File: src/design/ppu_pkg.sv
// shared types, codes and fixed-point helpers for the particle pool update core
package ppu_pkg;

    localparam int POOL_DEPTH_DEF = 1024;
    localparam int CFG_AW         = 1;
    localparam int CFG_DW         = 16;

    localparam logic [CFG_AW-1:0] REG_EMITTING = 1'd0;
    localparam logic [CFG_AW-1:0] REG_RATE     = 1'd1;

    localparam logic [1:0] CMD_TICK  = 2'd0;
    localparam logic [1:0] CMD_SPAWN = 2'd1;
    localparam logic [1:0] CMD_READ  = 2'd2;

    localparam logic [1:0] STS_OK   = 2'd0;
    localparam logic [1:0] STS_FULL = 2'd1;
    localparam logic [1:0] STS_MISS = 2'd2;

    typedef enum logic [2:0] {
        ST_IDLE,
        ST_EVAL,
        ST_WRITE,
        ST_READ,
        ST_DONE
    } state_t;

    typedef struct packed {
        logic signed [31:0] pos_x;
        logic signed [31:0] pos_y;
        logic signed [31:0] vel_x;
        logic signed [31:0] vel_y;
        logic signed [31:0] acc_x;
        logic signed [31:0] acc_y;
        logic [15:0]        size;
        logic [31:0]        age;
        logic [31:0]        lifetime;
        logic [31:0]        halt;
    } particle_t;

    typedef struct packed {
        logic               expired;
        logic [31:0]        age;
        logic signed [31:0] vel_x;
        logic signed [31:0] vel_y;
        logic signed [31:0] acc_x;
        logic signed [31:0] acc_y;
    } slot_eval_t;

    // base + floor(rate * dt / 2^16), saturated to signed 32 bits
    function automatic logic signed [31:0] integ(input logic signed [31:0] base,
                                                 input logic signed [31:0] rate,
                                                 input logic [15:0] dt);
        logic signed [48:0] prod;
        logic signed [33:0] sum;
        logic signed [31:0] res;
        prod = rate * $signed({1'b0, dt});
        sum  = $signed({{2{base[31]}}, base}) + $signed({prod[48], prod[48:16]});
        if (!sum[33] && (sum[32:31] != 2'b00))
            res = 32'sh7fffffff;
        else if (sum[33] && (sum[32:31] != 2'b11))
            res = 32'sh80000000;
        else
            res = sum[31:0];
        return res;
    endfunction

endpackage

File: src/design/ppu_slot_alu.sv
// per-slot tick update: aging, expiry and halt checks, velocity step
module ppu_slot_alu
(
    input  ppu_pkg::particle_t  rec,
    input  logic [15:0]         dt,
    output ppu_pkg::slot_eval_t ev
);
    import ppu_pkg::*;

    logic [32:0] age_sum;
    logic [31:0] age_new;
    logic        halted;

    always_comb
    begin
        age_sum = {1'b0, rec.age} + {17'b0, dt};
        age_new = age_sum[32] ? 32'hffffffff : age_sum[31:0];
        halted  = age_new > rec.halt;
        ev.expired = age_new > rec.lifetime;
        ev.age     = age_new;
        if (halted)
        begin
            ev.vel_x = '0;
            ev.vel_y = '0;
            ev.acc_x = '0;
            ev.acc_y = '0;
        end
        else
        begin
            ev.vel_x = integ(rec.vel_x, rec.acc_x, dt);
            ev.vel_y = integ(rec.vel_y, rec.acc_y, dt);
            ev.acc_x = rec.acc_x;
            ev.acc_y = rec.acc_y;
        end
    end

endmodule

File: config.mk
export PLATFORM = sky130hd
export DESIGN_NAME = ppu_slot_alu
export DESIGN_NICKNAME = d
export VERILOG_FILES = /design/src/design/ppu_pkg.sv /design/src/design/ppu_slot_alu.sv
export SDC_FILE = /design/constraint.sdc
export NUM_CORES = 2
export LEC_CHECK = 0
export ABC_AREA = 1
export ABC_CLOCK_PERIOD_IN_PS = 13450
export BUFFER_PORTS_ARGS = -buffer_cell sky130_fd_sc_hd__buf_2
export CORE_MARGIN = 1.5
export CORE_UTILIZATION = 35
export DETAILED_ROUTE_END_ITERATION = 6
export SYNTH_ARGS = -nofsm -noshare
export SYNTH_HDL_FRONTEND = slang
export SYNTH_SLANG_ARGS = --single-unit
File: constraint.sdc
create_clock -name vclk -period 13.45
set_input_delay 2.69 -clock vclk [all_inputs]
set_output_delay 2.69 -clock vclk [all_outputs]
set_load 0.01 [all_outputs]
==> results.sh <==
export IMPL_critPathTopFamily="adder cells"
export IMPL_setup_tns_final_ps=0
export IMPL_grt_antenna_before_repair=8
export IMPL_hold_viol_final=0
export IMPL_die_height_um=368
export IMPL_post_drt_wl_per_cell_um=16.4
export IMPL_via_count=41335
export IMPL_placementRows=133
export IMPL_ys_top_cells_by_area="sky130_fd_sc_hd__fa_1 (42%), sky130_fd_sc_hd__inv_1 (16%), sky130_fd_sc_hd__nand2_1 (14%), sky130_fd_sc_hd__ha_1 (10%), sky130_fd_sc_hd__a21oi_1 (2.6%)"
export IMPL_final_seq_area_um2=0
export IMPL_postCtsHoldBufs=0
export IMPL_port_buffer_count=401
export IMPL_all_layer_global_routing_usage=0.211
export IMPL_final_core_utilization=0.387
export IMPL_layout_drive_gt1_share=0.0900
export IMPL_netlist_instances=6690
export IMPL_timing_final_setup_violations=0
export IMPL_crit_fanout=29
export IMPL_yosysUniqueCellTypes=45
export IMPL_first_iter_violations=2339
export IMPL_number_of_global_route_vias_before_repair=43271
export IMPL_slew_headroom=0.447
export IMPL_max_stage_delay_ps=630
export IMPL_nClkBuffers=0
export IMPL_yosysWarnings=0
export IMPL_die_width_um=368
export IMPL_timing_final_max_slew_violations=0
export IMPL_max_slew_worst_pin_slew_ps=830
export IMPL_drcViolationCount=0
export IMPL_cp_data_arrival_time_ps=10410
export IMPL_number_of_nets_in_the_finished_design=8603
export IMPL_placed_cells=8676
export IMPL_cp_required_ps=10760
export IMPL_wire_length_of_the_first_global_routing_pass_mm=229
export IMPL_synthesis_area_per_instance_um2=6.96
export IMPL_grt_overflow_total=0
export IMPL_setup_crit_path_kind="in -> out"
export IMPL_type_of_element_capturing_the_critical_path="output port"
export IMPL_weighted_congestion_at_the_end_of_routability_driven_global_placement=0.966
export IMPL_netlist_top_cell_by_area="sky130_fd_sc_hd__fa_1"
export IMPL_detail_route_wirelength_mm=143
export IMPL_via_per_inst=4.76
export IMPL_leading_cell_types_in_the_layout_fill_and_taps_excluded="sky130_fd_sc_hd__inv_1 (1991), sky130_fd_sc_hd__nand2_1 (1780), sky130_fd_sc_hd__fa_1 (976)"
export IMPL_detail_route_antenna_nets=0
export IMPL_synth_yosys_seq_area_share=0
export IMPL_core_area_um2=132000
export IMPL_grt_max_degree=66
export IMPL_timing_critical_path_slowest_stage_cell="sky130_fd_sc_hd__fa_2"
export IMPL_holdCritPathClass="in -> out"
export IMPL_outcome="completed"
export IMPL_hpwl_after_detailed_placement_mm=123
export IMPL_period_minus_slack_ps=13100
export IMPL_postSynthNetCount=8367
export IMPL_summed_instance_area_of_the_synthesized_netlist_um2=46600
export IMPL_area_delta_synth_final_pct=9.65
export IMPL_layoutNonFillerInstCount=8685
export IMPL_fin_crit_sh=0.974
export IMPL_hold_worst_slack_ps=5760
export IMPL_io_pin_count=481
export IMPL_drt_pre_antenna_iters=5
export IMPL_die_area_um2=135000
export IMPL_layout_commonest_cell="sky130_fd_sc_hd__inv_1"
export IMPL_nFlopsAndLatches=0
export IMPL_reported_max_cap_violation_count=0
export IMPL_synth_top_area_share=0.420
export IMPL_starting_density_of_the_core=0.353
export IMPL_max_freq_mhz=76.3
export IMPL_cp_buffers_inverters=13
export IMPL_setup_worst_path_start_class="primary input"
[worst paths after layout]
path,startpoint,endpoint,slack (ps),depth (start not counted)
hold / removal,rec[154],ev[42],5760,4
setup / recovery,dt[2],ev[109],350,39
[cell type report]
type | count | area, um^2
Antenna cell | 6 | 15.0
Multi-Input combinational cell | 4428 | 38200
Fill cell | 14006 | 80700
Timing Repair Buffer | 499 | 3130
Inverter | 1997 | 7500
Tap cell | 1755 | 2200
[what timing repair did]
action / in CTS / in global routing
pin swaps: 0 / 3
setup buffers: 0 / 1
gates resized for setup: 2 / 64
cloned: 0 / 2
endpoints found under the setup margin: 29 / 63
[layer usage]
metal | global-route usage | part of all wire
met2 | 0.374 | 0.49
met5 | 0 | 0.00019
met3 | 0.0186 | 0.054
met4 | 0.0350 | 0.018
met1 | 0.282 | 0.44
[kinds of logic (layout without fill, tap and decap cells)]
group	count (synthesis)	count (layout)	share of synthesized area
AO/OA/AOI/OAI	461	461	0.0549
XOR/XNOR	120	120	0.0226
adder cells (fa/ha/maj)	1357	1357	0.522
buffers and inverters	2262	2496	0.183
other	0	6	0
AND/OR/NAND/NOR	2490	2490	0.217
[cells in the mapped netlist (13+ instances only)]
cell,count
sky130_fd_sc_hd__o21ai_0,115
sky130_fd_sc_hd__o21bai_1,26
sky130_fd_sc_hd__fa_1,977
sky130_fd_sc_hd__nor3_1,34
sky130_fd_sc_hd__a31oi_1,14
sky130_fd_sc_hd__and3_1,13
sky130_fd_sc_hd__nor4_1,17
sky130_fd_sc_hd__nand2_2,39
sky130_fd_sc_hd__buf_1,17
sky130_fd_sc_hd__nor2_1,316
sky130_fd_sc_hd__a21oi_1,239
sky130_fd_sc_hd__xnor2_1,44
sky130_fd_sc_hd__ha_1,380
sky130_fd_sc_hd__xor2_1,76
sky130_fd_sc_hd__nand3_1,207
sky130_fd_sc_hd__nand4_1,38
sky130_fd_sc_hd__inv_1,1993
sky130_fd_sc_hd__a21o_1,25
sky130_fd_sc_hd__clkbuf_1,229
sky130_fd_sc_hd__buf_2,13
sky130_fd_sc_hd__nand2_1,1781
sky130_fd_sc_hd__o21a_1,22
[stage by stage]
stage | setup slack (ps) | instance area, um^2
2_1_floorplan | 1130 | 46600
3_3_place_gp | 71.0 | 50800
3_5_place_dp | -80.8 | 50800
4_1_cts | 57.8 | 50800
5_1_grt | -22.1 | 51100
6_report | 347 | 51100
